File: src/rtl/core/spq_pkg.sv
// ============================================================================
// spq_pkg: shared types and constants of the stable priority queue
// Entry record, command bundle for the cell row and result status codes.
// ============================================================================
`default_nettype none

package spq_pkg;

    localparam int unsigned ID_W   = 16;
    localparam int unsigned PRI_W  = 4;
    localparam int unsigned AGE_W  = 8;
    localparam int unsigned OCC_W  = 5;
    localparam int unsigned STAT_W = 2;

    localparam logic [ID_W-1:0] FIRST_ID_RESET = 16'd101;

    // Operation codes of an input transaction.
    localparam logic OP_INSERT = 1'b0;
    localparam logic OP_REMOVE = 1'b1;

    // Result status codes.
    localparam logic [STAT_W-1:0] ST_INSERTED = 2'd0;
    localparam logic [STAT_W-1:0] ST_REMOVED  = 2'd1;
    localparam logic [STAT_W-1:0] ST_EMPTY    = 2'd2;
    localparam logic [STAT_W-1:0] ST_FULL     = 2'd3;

    // One stored queue entry.
    typedef struct packed {
        logic [ID_W-1:0]  id;
        logic [PRI_W-1:0] pri;
        logic [AGE_W-1:0] age;
    } t_entry;

    // Command broadcast to every cell of the row.
    typedef struct packed {
        logic             ins;
        logic             rem;
        logic [PRI_W-1:0] pri;
    } t_cmd;

endpackage

`default_nettype wire

File: src/rtl/core/spq_in_if.sv
// ============================================================================
// spq_in_if: request channel of the stable priority queue
// Valid/ready handshake carrying one insert or remove request.
// ============================================================================
`default_nettype none

interface spq_in_if;
    logic                      valid;
    logic                      ready;
    logic                      op;
    logic [spq_pkg::PRI_W-1:0] priority_req;
    logic [spq_pkg::AGE_W-1:0] age;

    modport source (output valid, output op, output priority_req, output age,
                    input ready);
    modport sink   (input valid, input op, input priority_req, input age,
                    output ready);
endinterface

`default_nettype wire

File: src/rtl/core/spq_out_if.sv
// ============================================================================
// spq_out_if: result channel of the stable priority queue
// Valid/ready handshake carrying one result per request.
// ============================================================================
`default_nettype none

interface spq_out_if;
    logic                       valid;
    logic                       ready;
    logic [spq_pkg::STAT_W-1:0] status;
    logic [spq_pkg::ID_W-1:0]   entry_id;
    logic [spq_pkg::PRI_W-1:0]  entry_priority;
    logic [spq_pkg::AGE_W-1:0]  entry_age;
    logic [spq_pkg::OCC_W-1:0]  occupancy;

    modport source (output valid, output status, output entry_id,
                    output entry_priority, output entry_age, output occupancy,
                    input ready);
    modport sink   (input valid, input status, input entry_id,
                    input entry_priority, input entry_age, input occupancy,
                    output ready);
endinterface

`default_nettype wire

File: src/rtl/core/spq_cell.sv
// ============================================================================
// spq_cell: one slot of the sorted shift-register queue
// Holds an entry and picks its next value from itself, its neighbors or the
// new entry.
// ============================================================================
`default_nettype none

module spq_cell (
    input  wire               i_clk,
    input  spq_pkg::t_cmd     i_cmd,
    input  wire               i_occ,        // this slot holds a live entry
    input  wire               i_left_keep,  // left slot stays on insert
    input  spq_pkg::t_entry   i_new,
    input  spq_pkg::t_entry   i_left,
    input  spq_pkg::t_entry   i_right,
    output logic              o_keep,
    output spq_pkg::t_entry   o_entry
);

    spq_pkg::t_entry r_entry;
    spq_pkg::t_entry n_entry;

    // An entry of equal or smaller priority value stays ahead of a new one,
    // which keeps entries of one level in arrival order.
    assign o_keep  = i_occ && (r_entry.pri <= i_cmd.pri);
    assign o_entry = r_entry;

    always_comb begin
        n_entry = r_entry;
        if (i_cmd.ins) begin
            if (o_keep) begin
                n_entry = r_entry;
            end else if (i_left_keep) begin
                n_entry = i_new;
            end else begin
                n_entry = i_left;
            end
        end else if (i_cmd.rem) begin
            n_entry = i_right;
        end
    end

    always_ff @(posedge i_clk) begin
        r_entry <= n_entry;
    end

endmodule

`default_nettype wire

File: src/rtl/core/stable_priority_queue_with_ids.sv
// ============================================================================
// stable_priority_queue_with_ids: bounded stable priority queue with IDs
// Sorted shift-register queue built from a row of cells, with sequence IDs.
// ============================================================================
// Latency: a result is registered in the cycle after its request transaction.
// Throughput: one transaction per cycle while results are taken; all cells
// compare and shift together; the cell row and single output register set it.
// Reset (synchronous, active low): queue empty, first_id and the ID counter
// return to 101, no result pending. Slot contents are not cleared; slots past
// the fill count are never read.
`default_nettype none

module stable_priority_queue_with_ids #(
    parameter int unsigned QUEUE_DEPTH = 16
) (
    input  wire         i_clk,
    input  wire         i_rst_n,
    spq_in_if.sink      i_in,
    spq_out_if.source   o_out,
    // Configuration port. Register 0 (first_id) lives at byte address 0.
    input  wire         psel,
    input  wire         penable,
    input  wire         pwrite,
    input  wire  [2:0]  paddr,
    input  wire  [31:0] pwdata,
    output logic [31:0] prdata,
    output logic        pready
);

    localparam int unsigned CNT_W = $clog2(QUEUE_DEPTH + 1);

    // ------------------------------------------------------------------
    // Configuration: first_id also reloads the ID counter when written.
    // ------------------------------------------------------------------
    logic                       w_cfg_wr;
    logic [spq_pkg::ID_W-1:0]   r_first_id;
    logic [spq_pkg::ID_W-1:0]   r_id_ctr;
    logic [spq_pkg::ID_W-1:0]   n_id_ctr;

    assign pready   = 1'b1;
    assign w_cfg_wr = psel && penable && pwrite && !paddr[2];
    assign prdata   = paddr[2] ? 32'd0 : {16'd0, r_first_id};

    // ------------------------------------------------------------------
    // Handshake: the output register frees itself when the result is
    // taken, so a new transaction is accepted in that same cycle. No
    // transaction is taken while reset is held.
    // ------------------------------------------------------------------
    logic w_accept;
    logic r_out_valid;

    assign i_in.ready = i_rst_n && (!r_out_valid || o_out.ready);
    assign w_accept   = i_in.valid && i_in.ready;

    // ------------------------------------------------------------------
    // Operation decode against the fill count.
    // ------------------------------------------------------------------
    logic [CNT_W-1:0]  r_count;
    logic [CNT_W-1:0]  n_count;
    logic              w_full;
    logic              w_empty;
    spq_pkg::t_cmd     w_cmd;
    spq_pkg::t_entry   w_new;
    spq_pkg::t_entry   w_cell [QUEUE_DEPTH];
    logic              w_keep [QUEUE_DEPTH];

    logic [spq_pkg::STAT_W-1:0] n_status;
    spq_pkg::t_entry            n_res;

    assign w_full  = (r_count == CNT_W'(QUEUE_DEPTH));
    assign w_empty = (r_count == '0);

    assign w_new.id  = r_id_ctr;
    assign w_new.pri = i_in.priority_req;
    assign w_new.age = i_in.age;

    always_comb begin
        w_cmd.ins = 1'b0;
        w_cmd.rem = 1'b0;
        w_cmd.pri = i_in.priority_req;
        n_count   = r_count;
        n_status  = spq_pkg::ST_INSERTED;
        n_res     = '0;
        if (i_in.op == spq_pkg::OP_INSERT) begin
            if (w_full) begin
                // Queue full: nothing is stored and no ID is taken.
                n_status = spq_pkg::ST_FULL;
            end else begin
                w_cmd.ins = w_accept;
                n_status  = spq_pkg::ST_INSERTED;
                n_res     = w_new;
                n_count   = r_count + CNT_W'(1);
            end
        end else begin
            if (w_empty) begin
                n_status = spq_pkg::ST_EMPTY;
            end else begin
                w_cmd.rem = w_accept;
                n_status  = spq_pkg::ST_REMOVED;
                n_res     = w_cell[0];
                n_count   = r_count - CNT_W'(1);
            end
        end
    end

    always_comb begin
        n_id_ctr = r_id_ctr;
        if (w_cfg_wr) begin
            n_id_ctr = pwdata[spq_pkg::ID_W-1:0];
        end else if (w_cmd.ins) begin
            n_id_ctr = r_id_ctr + spq_pkg::ID_W'(1);
        end
    end

    // ------------------------------------------------------------------
    // Row of cells: slot 0 is the head. On insert each slot keeps its
    // entry, takes the new one or takes its left neighbor's; on remove
    // every slot takes its right neighbor's.
    // ------------------------------------------------------------------
    for (genvar g = 0; g < QUEUE_DEPTH; g++) begin : g_cell
        logic            w_occ;
        logic            w_lkeep;
        spq_pkg::t_entry w_left;
        spq_pkg::t_entry w_right;

        assign w_occ = (CNT_W'(g) < r_count);

        if (g == 0) begin : g_head
            assign w_lkeep = 1'b1;
            assign w_left  = w_new;
        end else begin : g_body
            assign w_lkeep = w_keep[g-1];
            assign w_left  = w_cell[g-1];
        end

        if (g == QUEUE_DEPTH - 1) begin : g_tail
            assign w_right = '0;
        end else begin : g_inner
            assign w_right = w_cell[g+1];
        end

        spq_cell u_cell (
            .i_clk       (i_clk),
            .i_cmd       (w_cmd),
            .i_occ       (w_occ),
            .i_left_keep (w_lkeep),
            .i_new       (w_new),
            .i_left      (w_left),
            .i_right     (w_right),
            .o_keep      (w_keep[g]),
            .o_entry     (w_cell[g])
        );
    end

    // ------------------------------------------------------------------
    // Control registers.
    // ------------------------------------------------------------------
    always_ff @(posedge i_clk) begin
        if (!i_rst_n) begin
            r_count     <= '0;
            r_first_id  <= spq_pkg::FIRST_ID_RESET;
            r_id_ctr    <= spq_pkg::FIRST_ID_RESET;
            r_out_valid <= 1'b0;
        end else begin
            if (w_cfg_wr) begin
                r_first_id <= pwdata[spq_pkg::ID_W-1:0];
            end
            r_id_ctr <= n_id_ctr;
            if (w_accept) begin
                r_count     <= n_count;
                r_out_valid <= 1'b1;
            end else if (o_out.ready) begin
                r_out_valid <= 1'b0;
            end
        end
    end

    // ------------------------------------------------------------------
    // Result register.
    // ------------------------------------------------------------------
    logic [spq_pkg::STAT_W-1:0] r_status;
    spq_pkg::t_entry            r_res;
    logic [spq_pkg::OCC_W-1:0]  r_occ;

    always_ff @(posedge i_clk) begin
        if (w_accept) begin
            r_status <= n_status;
            r_res    <= n_res;
            r_occ    <= spq_pkg::OCC_W'(n_count);
        end
    end

    assign o_out.valid          = r_out_valid;
    assign o_out.status         = r_status;
    assign o_out.entry_id       = r_res.id;
    assign o_out.entry_priority = r_res.pri;
    assign o_out.entry_age      = r_res.age;
    assign o_out.occupancy      = r_occ;

endmodule

`default_nettype wire

File: src/flat_wrapper.sv
// flat-port wrapper written by rule: the top's interface ports become plain ports
module stable_priority_queue_with_ids_flat 
#(
    parameter int unsigned QUEUE_DEPTH = 16
)
  (i_clk, i_rst_n, psel, penable, pwrite, paddr, pwdata, prdata, pready, i_in_valid, i_in_op, i_in_priority_req, i_in_age, i_in_ready, o_out_valid, o_out_status, o_out_entry_id, o_out_entry_priority, o_out_entry_age, o_out_occupancy, o_out_ready);
  spq_in_if i_in_i ();
  spq_out_if o_out_i ();
  input  wire i_clk;
  input  wire i_rst_n;
  input  wire psel;
  input  wire penable;
  input  wire pwrite;
  input  wire  [2:0] paddr;
  input  wire  [31:0] pwdata;
  output logic [31:0] prdata;
  output logic pready;
  input wire logic [$bits(i_in_i.valid)-1:0] i_in_valid;
  input wire logic [$bits(i_in_i.op)-1:0] i_in_op;
  input wire logic [$bits(i_in_i.priority_req)-1:0] i_in_priority_req;
  input wire logic [$bits(i_in_i.age)-1:0] i_in_age;
  output wire logic [$bits(i_in_i.ready)-1:0] i_in_ready;
  output wire logic [$bits(o_out_i.valid)-1:0] o_out_valid;
  output wire logic [$bits(o_out_i.status)-1:0] o_out_status;
  output wire logic [$bits(o_out_i.entry_id)-1:0] o_out_entry_id;
  output wire logic [$bits(o_out_i.entry_priority)-1:0] o_out_entry_priority;
  output wire logic [$bits(o_out_i.entry_age)-1:0] o_out_entry_age;
  output wire logic [$bits(o_out_i.occupancy)-1:0] o_out_occupancy;
  input wire logic [$bits(o_out_i.ready)-1:0] o_out_ready;
  assign i_in_i.valid = i_in_valid;
  assign i_in_i.op = i_in_op;
  assign i_in_i.priority_req = i_in_priority_req;
  assign i_in_i.age = i_in_age;
  assign i_in_ready = i_in_i.ready;
  assign o_out_valid = o_out_i.valid;
  assign o_out_status = o_out_i.status;
  assign o_out_entry_id = o_out_i.entry_id;
  assign o_out_entry_priority = o_out_i.entry_priority;
  assign o_out_entry_age = o_out_i.entry_age;
  assign o_out_occupancy = o_out_i.occupancy;
  assign o_out_i.ready = o_out_ready;
  stable_priority_queue_with_ids #(.QUEUE_DEPTH(QUEUE_DEPTH)) u_core (.i_clk(i_clk), .i_rst_n(i_rst_n), .i_in(i_in_i), .o_out(o_out_i), .psel(psel), .penable(penable), .pwrite(pwrite), .paddr(paddr), .pwdata(pwdata), .prdata(prdata), .pready(pready));
endmodule
File: config.mk
export PLATFORM = sky130hd
export DESIGN_NAME = stable_priority_queue_with_ids_flat
export DESIGN_NICKNAME = d
export VERILOG_FILES = /design/src/rtl/core/spq_pkg.sv /design/src/rtl/core/spq_in_if.sv /design/src/rtl/core/spq_out_if.sv /design/src/rtl/core/spq_cell.sv /design/src/rtl/core/stable_priority_queue_with_ids.sv /design/src/flat_wrapper.sv
export SDC_FILE = /design/constraint.sdc
export NUM_CORES = 1
export LEC_CHECK = 0
export ABC_AREA = 1
export BUFFER_PORTS_ARGS = -buffer_cell sky130_fd_sc_hd__buf_2
export CAP_MARGIN = 10
export CORE_MARGIN = 10
export CORE_UTILIZATION = 38
export CTS_CLUSTER_DIAMETER = 150
export DETAILED_ROUTE_END_ITERATION = 16
export GPL_TIMING_DRIVEN = 0
export PLACE_DENSITY = 0.61
export SYNTH_ARGS = -nofsm -noshare
export SYNTH_HDL_FRONTEND = slang
export SYNTH_SLANG_ARGS = --single-unit
File: constraint.sdc
create_clock -name i_clk -period 5.7 [get_ports i_clk]
set_clock_uncertainty 0.1 [all_clocks]
set_input_delay 0.57 -clock i_clk [delete_from_list [all_inputs] [get_ports i_clk]]
set_output_delay 0.57 -clock i_clk [all_outputs]
set_load 0.01 [all_outputs]
Word level (Yosys, flattened, before mapping):

Index checks and enable logic that the tools add are counted.

* register bits after elaboration: 521
* output and inout bits: 70
* bits of input ports: 55

* reductions and logical operators: 44
* multiplexer cells: 81
* add/sub/neg operators: 3
* equality and inequality tests: 17
* magnitude comparators: 32

Operators by type and width (count)
* $mux W28: 66
* $le A4 B4 Y1: 16
* $mux W16: 3
* $lt A4 B5 Y1 const A: 8
* $ne A2 B2 Y1 const B: 16
* $reduce_and A2 Y1: 16
* $logic_and A1 B1 Y1: 21
* $lt A3 B5 Y1 const A: 4
* $add A16 B1 Y16 const B: 1
* $mux W5: 3
* $lt A1 B5 Y1 const A: 2
* $lt A2 B5 Y1 const A: 2
* $mux W1: 6
* $mux W2: 3
* $reduce_bool A2 Y1: 3
* $add A5 B1 Y5 const B: 1
* $eq A5 B5 Y1 const B: 1
* $logic_not A5 Y1: 1
* $sub A5 B1 Y5 const B: 1
* $logic_not A1 Y1: 2
* $logic_or A1 B1 Y1: 1

Depth between registers and ports, before layout:

Gate-level depths: netlist (run 1).

* depth after elaboration: 8
* mapped depth: 15
* depth with buffers taken out: 13

Cells and area by module:

From an unflattened synthesis (run 1), not the netlist that was laid out.

* cells, all modules: 3339
* area total of the unflattened synthesis: 29394.4 um^2

Modules (own cells, without submodules)
* spq_cell: times used 16, area an instance 1587.8 um^2, cells an instance 177
* stable_priority_queue_with_ids: times used 1, area an instance 3990.1 um^2, cells an instance 507

Worst setup path before layout (run 1):

Ideal clock, no wire load.

* kind: input -> register
* start point: in i_in_priority_req[3]
* end point: reg u_core.g_cell[14].u_cell.r_entry (netlist bit u_core.g_cell[14].u_cell.o_entry[0]) (enable)
* stages: 11
* path slack: 1298 ps
* arrival: 3850 ps
* data required time: 5148 ps
* cell sequence: inv_1 -> ha_1 -> nand2_1 -> inv_1 -> nand3_1 -> nand2_1 -> nand2_1 -> inv_1 -> buf_2 -> buf_2 -> o21ai_0

* cells in the longest elaborated chain, start to end: 4

RTL lines
* start: declaration: line flat_wrapper.sv:20 `input wire logic [$bits(i_in_i.priority_req)-1:0] i_in_priority_req;`
* $le A4 B4 Y1: line spq_cell.sv:25 `assign o_keep = i_occ && (r_entry.pri <= i_cmd.pri);`
* $logic_and A1 B1 Y1: line spq_cell.sv:25
* $ne A2 B2 Y1 (no line)
* $reduce_and A2 Y1 (no line)
* end signal: assignment: line spq_cell.sv:44 `r_entry <= n_entry;`
* end: declaration: line spq_cell.sv:20 `spq_pkg::t_entry r_entry;`

Every way passes these cells.
A chain may end at the register's enable or synchronous reset.

Final worst setup path (run 1):

* start point: reg u_core.r_count[0]
* end point: reg u_core.g_cell[0].u_cell.r_entry (netlist bit u_core.g_cell[0].u_cell.o_entry[13]) (enable)

* cells in the longest elaborated chain, start to end: 5

RTL lines
* start: declaration: line stable_priority_queue_with_ids.sv:58 `logic [CNT_W-1:0] r_count;`
* start signal: assignment: line stable_priority_queue_with_ids.sv:170 `r_count <= n_count;`
* branches (longest 4 deep; another with $lt A1 B5 Y1)
* $reduce_and A2 Y1 (no line) *
* end signal: assignment: line spq_cell.sv:44
* end: declaration: line spq_cell.sv:20

Every way passes the cells marked *.

==> impl_metrics.py, run 1 <==
metrics = {
    "sta": {
        "tightest_slew_ns": 1.23,
        "setup_viol": 0,
        "hold_ws_ns": 0.0820,
        "slew_viol_final": 0,
        "hold_viol_final": 0,
        "slew_headroom_pct": 17.9,
        "min_period_over_period_pct": 68.2,
        "max_freq_mhz": 257,
        "fin_crit_ns": 3.89,
        "rsz0062_at_grt": "no",
    },
    "outcome": {
        "status": "complete, no violations",
    },
    "clock_tree": {
        "cts_buffers": 57,
        "clock_path_buffers": 3,
        "clkSlewWorstSetupHoldPaths_ns": 0.06,
        "postCtsHoldBufs": 0,
        "postCtsResizedCells": 0,
        "cts_setup_buffers": 0,
        "cts_tree": "yes",
        "numClockSinks": 521,
        "clock_latency_ns": 0.64,
        "htreeDepth": 2,
        "root_buffer": "clkbuf_16",
    },
    "drt": {
        "postRouteAntennaNets": 0,
        "drc_errors": 0,
        "avgViaCountPerCell": 4.93,
        "wire_per_inst_um": 18.6,
        "via_count": 25400,
        "dr.pass1.iters": 6,
        "routed_wl_mm": 95.9,
        "drtIter0Drc": 2642,
    },
    "cells_and_area": {
        "n_fill_cell": 7996,
        "syn_to_final_growth_pct": 13.3,
        "antenna_cells": 0,
        "nets": 4196,
        "design_area_sq_um": 33300,
        "drive_gt1_share_pct": 8.79,
        "layout.cells.non_filler": 5147,
    },
    "pwr": {
        "clockPowerShare_pct": 36.3,
        "vdd_drop_max_v": 0.000241,
        "p_per_area_nw_per_um2": 303,
        "swShare_pct": 29.1,
        "internal_power_w": 0.00715,
        "combPwrFrac_pct": 16.7,
        "p_seq_share_pct": 47.0,
        "switching_power_w": 0.00293,
        "p_leak_nw": 18.7,
    },
    "worst_setup_path": {
        "worstSetupPathType": "flop to flop",
        "cp.arrival_ns": 4.02,
        "startpoint_type": "flop",
        "end_kind": "flop",
        "cp_max_fo": 28,
        "worstPathRequired_ns": 5.84,
    },
    "synthesis": {
        "yosys-top-cells-area": "edfxtp_1 (49%), nand2_1 (28%), inv_1 (6.4%), ha_1 (2.9%), dfxtp_1 (2.6%)",
        "avgSynthCellArea_sq_um": 7.54,
        "ys_types": 33,
        "ys_seq_area_share_pct": 52.0,
        "syn-instance-count": 3897,
        "ys_ff_latch": 521,
        "synth_top_cell_area_share_pct": 49.4,
        "synth_top_area_cell": "edfxtp_1",
        "syn_area_sq_um": 29400,
        "ys.warnings.count": 0,
    },
    "die": {
        "design.core.area_sq_um": 76300,
        "die_y_um": 298,
        "die_area_sq_um": 88800,
        "initial_core_util_pct": 38.5,
        "io_pins": 125,
        "fp-row-count": 101,
        "die_w_um": 298,
    },
    "grt": {
        "grt_pass1_vias": 24289,
        "grt_max_degree": 45,
        "grt_usage_pct": 20.8,
        "grt_pass1_wl_mm": 143,
        "antenna_found_initial": 4,
        "grt.overflow.total": 0,
    },
    "placement": {
        "place_inst": 5036,
        "place_area_sq_um": 31300,
        "dp_hpwl_mm": 71.5,
        "io_buffer_count": 87,
        "place_congestion": 0.933,
    },
    "min_path": {
        "hold_class": "input pin to flop",
    },
    "job": {
        "cap_violations": 0,
    },
}
==> logic make-up (layout without fill, tap and decap cells) <==
logic type / after synthesis / after routing / synth area share, %
compound gates: 161 / 161 / 2.91
flops: 521 / 521 / 52.0
other cells: 2 / 17 / 0.0256
xor+xnor: 6 / 6 / 0.179
buf+inv: 719 / 924 / 10.5
simple gates: 2419 / 2419 / 31.5
fa+ha+maj: 69 / 69 / 2.94
==> registers in the layout, summed over array words and instances, names as in the netlist <==
signal and cells:
u_core.g_cell.u_cell.o_entry 448, u_core.o_out.entry_age 8, u_core.o_out.entry_id 16, u_core.o_out.entry_priority 4, u_core.o_out.occupancy 5, u_core.o_out.status 2
u_core.o_out.valid 1, u_core.r_count 5, u_core.r_first_id 16, u_core.r_id_ctr 16
==> synthesized netlist by cell type (all sizes together) <==
cell    instances
nand2        2240
inv           502
edfxtp        483
buf           170
nor2          116
o21ai          93
ha             69
nand3          55
clkbuf         46
a21oi          39
dfxtp          38
o22ai          18
nand4           6
o211ai          5
xnor2           4
a31oi           2
and2            2
conb            2
o21a            2
o21bai          2
xor2            2
clkinv          1
==> critical path, cell delays in order (launching register included) <==
cell      delay, ns
dfxtp_1        0.53
clkinv_1       0.37
ha_1           0.37
nand3_2        0.11
nand2_2        0.09
nor2_4         0.20
buf_4          0.31
nand2_1        0.11
buf_4          0.18
buf_4          0.18
nand2_1        0.90
==> power by group through the flow <==
stage               logic, W  registers (W)  clock network (W)
finish               0.00168        0.00474            0.00366
global route         0.00189        0.00476            0.00385
CTS                  0.00163        0.00474            0.00369
detailed placement   0.00162        0.00482                  0
global placement     0.00157        0.00482                  0
floorplan            0.00110        0.00475                  0
==> per-stage QoR <==
stage	utilization, %	power, W	worst slack, ns	setup TNS (ns)
finish	43.6	0.0101	1.81	0
CTS	43.4	0.0101	1.84	0
floorplan	-	0.00585	1.30	0
global route	43.6	0.0105	1.62	0
detailed placement	41.0	0.00644	1.47	0
global placement	40.8	0.00639	-0.931	-25.94
==> cell usage in the layout (no fill, tap or decap), types with 4 or more instances in the layout <==
cell	netlist	routed
nor2_1	110	110
nand3_1	53	53
clkinv_2	0	8
buf_4	54	54
o22ai_1	18	18
nand2_2	13	14
buf_1	6	6
a21oi_1	39	39
buf_16	0	11
buf_6	4	4
dfxtp_1	38	38
nand4_1	6	6
edfxtp_1	483	483
inv_1	501	501
conb_1	2	17
o21ai_0	88	87
bufinv_16	0	4
clkbuf_1	46	62
o21ai_1	5	5
clkinv_1	1	16
clkbuf_16	0	59
xnor2_1	4	4
ha_1	69	69
buf_2	105	192
nand2_1	2227	2226
o211ai_1	5	5
==> metal layers <==
metal  GRT usage [%]  share of wire, %  vias up
met5               0                 0        -
met4            5.93               2.7        0
met3            3.68               8.4      167
met2            33.2                46      966
met1            28.5                43    12045
li1                -                 -    12222
==> worst paths after layout <==
kind / startpoint / slack [ns] / to / cells past startpoint
worst min register to register: u_core.r_first_id[9]$_SDFFE_PN0P_ / 0.37 / u_core.r_first_id[9]$_SDFFE_PN0P_ / 2
worst max register to register: u_core.r_count[0]$_SDFFE_PN0N_ / 1.81 / u_core.g_cell[0].u_cell.o_entry[13]$_DFFE_PP_ / 10
worst min-delay path: pwdata[2] / 0.08 / u_core.r_first_id[2]$_SDFFE_PN1P_ / 3
worst max-delay path: u_core.r_count[0]$_SDFFE_PN0N_ / 1.81 / u_core.g_cell[0].u_cell.o_entry[13]$_DFFE_PP_ / 10
==> area by class of cell <==
cell class | instances | area [sq um] | share of cell area [%]
clock inverter | 29 | 233 | 0.699
sequential | 521 | 15300 | 45.9
multi-input combinational | 2672 | 11100 | 33.3
clock buffer | 75 | 1540 | 4.62
buffer | 216 | 1190 | 3.56
tap | 1030 | 1290 | 3.87
timing repair buffer | 101 | 788 | 2.37
inverter | 503 | 1890 | 5.67
Note: power is estimated with default switching activity, not from simulation.
==> run 2, diff against run 1 <==
==> constraint.sdc (replaced) <==
create_clock -name i_clk -period 3.6 [get_ports i_clk]
set_clock_uncertainty 0.1 [all_clocks]
set_input_delay 0.36 -clock i_clk [delete_from_list [all_inputs] [get_ports i_clk]]
set_output_delay 0.36 -clock i_clk [all_outputs]
set_load 0.01 [all_outputs]
==> run 2 against run 1 <==
  * Fmax is 13% higher
  * First-iteration DRC count decreased by 5.6%
  * Cell count increased by 0.37%
  * Core utilization is 0.13 points higher
  * Wire length is 0.28% higher
  * Die area stayed put
  * Clock power up 57%
  * Sequential share of layout area down 0.14 points
  * Clock-buffer cell count decreased by 4
  * Non-clock buffer count up 15
  * Via count decreased by 0.87%
  * Critical path type unchanged
  * Highest routed layer unchanged
==> impl_metrics.py, run 2 (synthesis gave the netlist of run 1 again) <==
metrics = {
    "outcome": {
        "status": "complete, no violations",
    },
    "grt": {
        "antenna_found_initial": 3,
        "grt.overflow.total": 0,
        "grt_pass1_wl_mm": 143,
        "grt_pass1_vias": 24319,
        "grt_usage_pct": 20.9,
        "grt_max_degree": 45,
    },
    "min_path": {
        "hp-start": "i_in_priority_req[3]",
        "hold_class": "input pin to flop",
    },
    "job": {
        "cap_violations": 0,
    },
    "clock_tree": {
        "cts_setup_buffers": 0,
        "clock_path_buffers": 3,
        "clkSlewWorstSetupHoldPaths_ns": 0.07,
        "cts_buffers": 57,
        "numClockSinks": 521,
        "clock_latency_ns": 0.64,
        "htreeDepth": 2,
        "cts_tree": "yes",
        "root_buffer": "clkbuf_16",
    },
    "cells_and_area": {
        "largest_reg_flops": 448,
        "layout_common_cells": "nand2_1 (2214), inv_1 (501), edfxtp_1 (483)",
        "syn_to_final_growth_pct": 13.7,
        "drive_gt1_share_pct": 9.00,
        "n_fill_cell": 7883,
        "nets": 4211,
        "layout.cells.non_filler": 5166,
        "final_common_cell": "nand2_1",
    },
    "die": {
        "fp-row-count": 101,
        "die_w_um": 298,
        "io_pins": 125,
        "initial_core_util_pct": 38.5,
        "design.core.area_sq_um": 76300,
        "die_y_um": 298,
        "die_area_sq_um": 88800,
    },
    "drt": {
        "routed_wl_mm": 96.1,
        "drtIter0Drc": 2495,
        "via_count": 25179,
        "postRouteAntennaNets": 0,
        "dr.pass1.iters": 8,
        "avgViaCountPerCell": 4.87,
        "wire_per_inst_um": 18.6,
        "drc_errors": 0,
    },
    "sta": {
        "setup_viol": 0,
        "fin_crit_ns": 3.45,
        "max_freq_mhz": 290,
        "slew_viol_final": 0,
        "min_period_over_period_pct": 95.8,
        "tightest_slew_ns": 1.14,
        "setup_ws_ns": 0.150,
        "hold_viol_final": 0,
        "slew_headroom_pct": 23.7,
        "rsz0062_at_grt": "no",
    },
    "worst_setup_path": {
        "startpoint_type": "flop",
        "worstPathRequired_ns": 3.82,
        "end_kind": "flop",
        "crit_path_start": "u_core.r_count[0]$_SDFFE_PN0N_",
        "r2r-start": "u_core.r_count[0]$_SDFFE_PN0N_",
        "critical_path.cell_chain": "clkinv_1 > ha_1 > nand3_2 > nand2_2 > nor2_4 > buf_4 > nand2_1 > buf_4 > buf_4 > nand2_2 > buf_16",
        "cp.arrival_ns": 3.67,
        "worstSetupPathType": "flop to flop",
        "slowest_stage": "dfxtp_1",
        "critPathMaxStageDelay_ns": 0.52,
        "cp_max_fo": 18,
        "crit_top_cell": "buf_4",
    },
    "placement": {
        "io_buffer_count": 87,
        "place_inst": 5038,
        "place_congestion": 0.934,
        "place_ws_ns": -0.468,
        "dp_hpwl_mm": 71.5,
    },
    "pwr": {
        "p_per_area_nw_per_um2": 476,
        "vdd_drop_max_v": 0.000374,
        "p_leak_nw": 18.7,
        "finalPower_w": 0.0159,
    },
}
==> run 2: cell types whose count changed in the layout (fill, tap and decap cells not counted), sizes merged, moves of 4 or more <==
cell,delta
clkinv,+7
clkbuf,-4
buf,-5
dlygate4sd3,+20
==> run 2: path summary, 6_finish.rpt <==
check / end / slack, ns / depth (start not counted)
setup / recovery: u_core.g_cell[4].u_cell.o_entry[27]$_DFFE_PP_ / 0.15 / 11
hold / removal: u_core.g_cell[15].u_cell.o_entry[11]$_SDFFCE_PN0P_ / 0.03 / 3
setup reg to reg: u_core.g_cell[4].u_cell.o_entry[27]$_DFFE_PP_ / 0.15 / 11
hold reg to reg: u_core.r_first_id[11]$_SDFFE_PN0P_ / 0.36 / 2
==> run 2: layer usage <==
metal  global-route usage (%)  vias up  part of all wire (%)  routed length (um)
li1                         -    12247                     -                   -
met3                     5.12      157                   9.4                9000
met1                     27.9    11868                    43               41100
met5                        0        -                     0                   0
met2                     32.9      907                    45               43400
met4                     6.41        0                   2.8                2660
==> run 2: layout make-up <==
class                      instances  area [sq um]  share of cell area, %
buffer                           216          1190                   3.55
antenna                            1          2.50                0.00750
timing repair buffer             116           863                   2.59
clock buffer                      71          1520                   4.56
sequential                       521         15300                   45.7
clock inverter                    36           240                  0.720
tap                             1030          1290                   3.86
multi-input combinational       2672         11100                   33.3
inverter                         503          1890                   5.66
==> run 2: critical path: cells and delay by family, from the launching register on <==
kind | cells | cell delay (ns)
flops | 1 | 0.52
simple gates | 5 | 0.85
fa+ha+maj | 1 | 0.36
buf+inv | 5 | 1.29
==> run 2: report_power, final <==
group / switching (W) / internal, W
combinational: 0.00183 / 0.000816
clock: 0.00256 / 0.00319
sequential: 0.000274 / 0.00723
==> run 2: what timing repair did <==
action / in CTS / in global routing
resized for setup: 7 / 6
hold endpoints to repair: 31 / 0
hold buffers: 20 / 0
gates cloned: 0 / 0
setup endpoints to repair: 190 / 79
==> run 2: stage by stage <==
step	util [%]	hold WS (ns)	instance area, sq um	TNS, ns
3_5_place_dp	41.1	0.356	31400	-86.93
6_report	43.7	0.0320	33400	0
4_1_cts	43.7	0.0107	33400	0
5_1_grt	43.7	0.0492	33400	0
2_1_floorplan	-	0.341	29400	0
3_3_place_gp	40.8	0.351	31100	-201.80
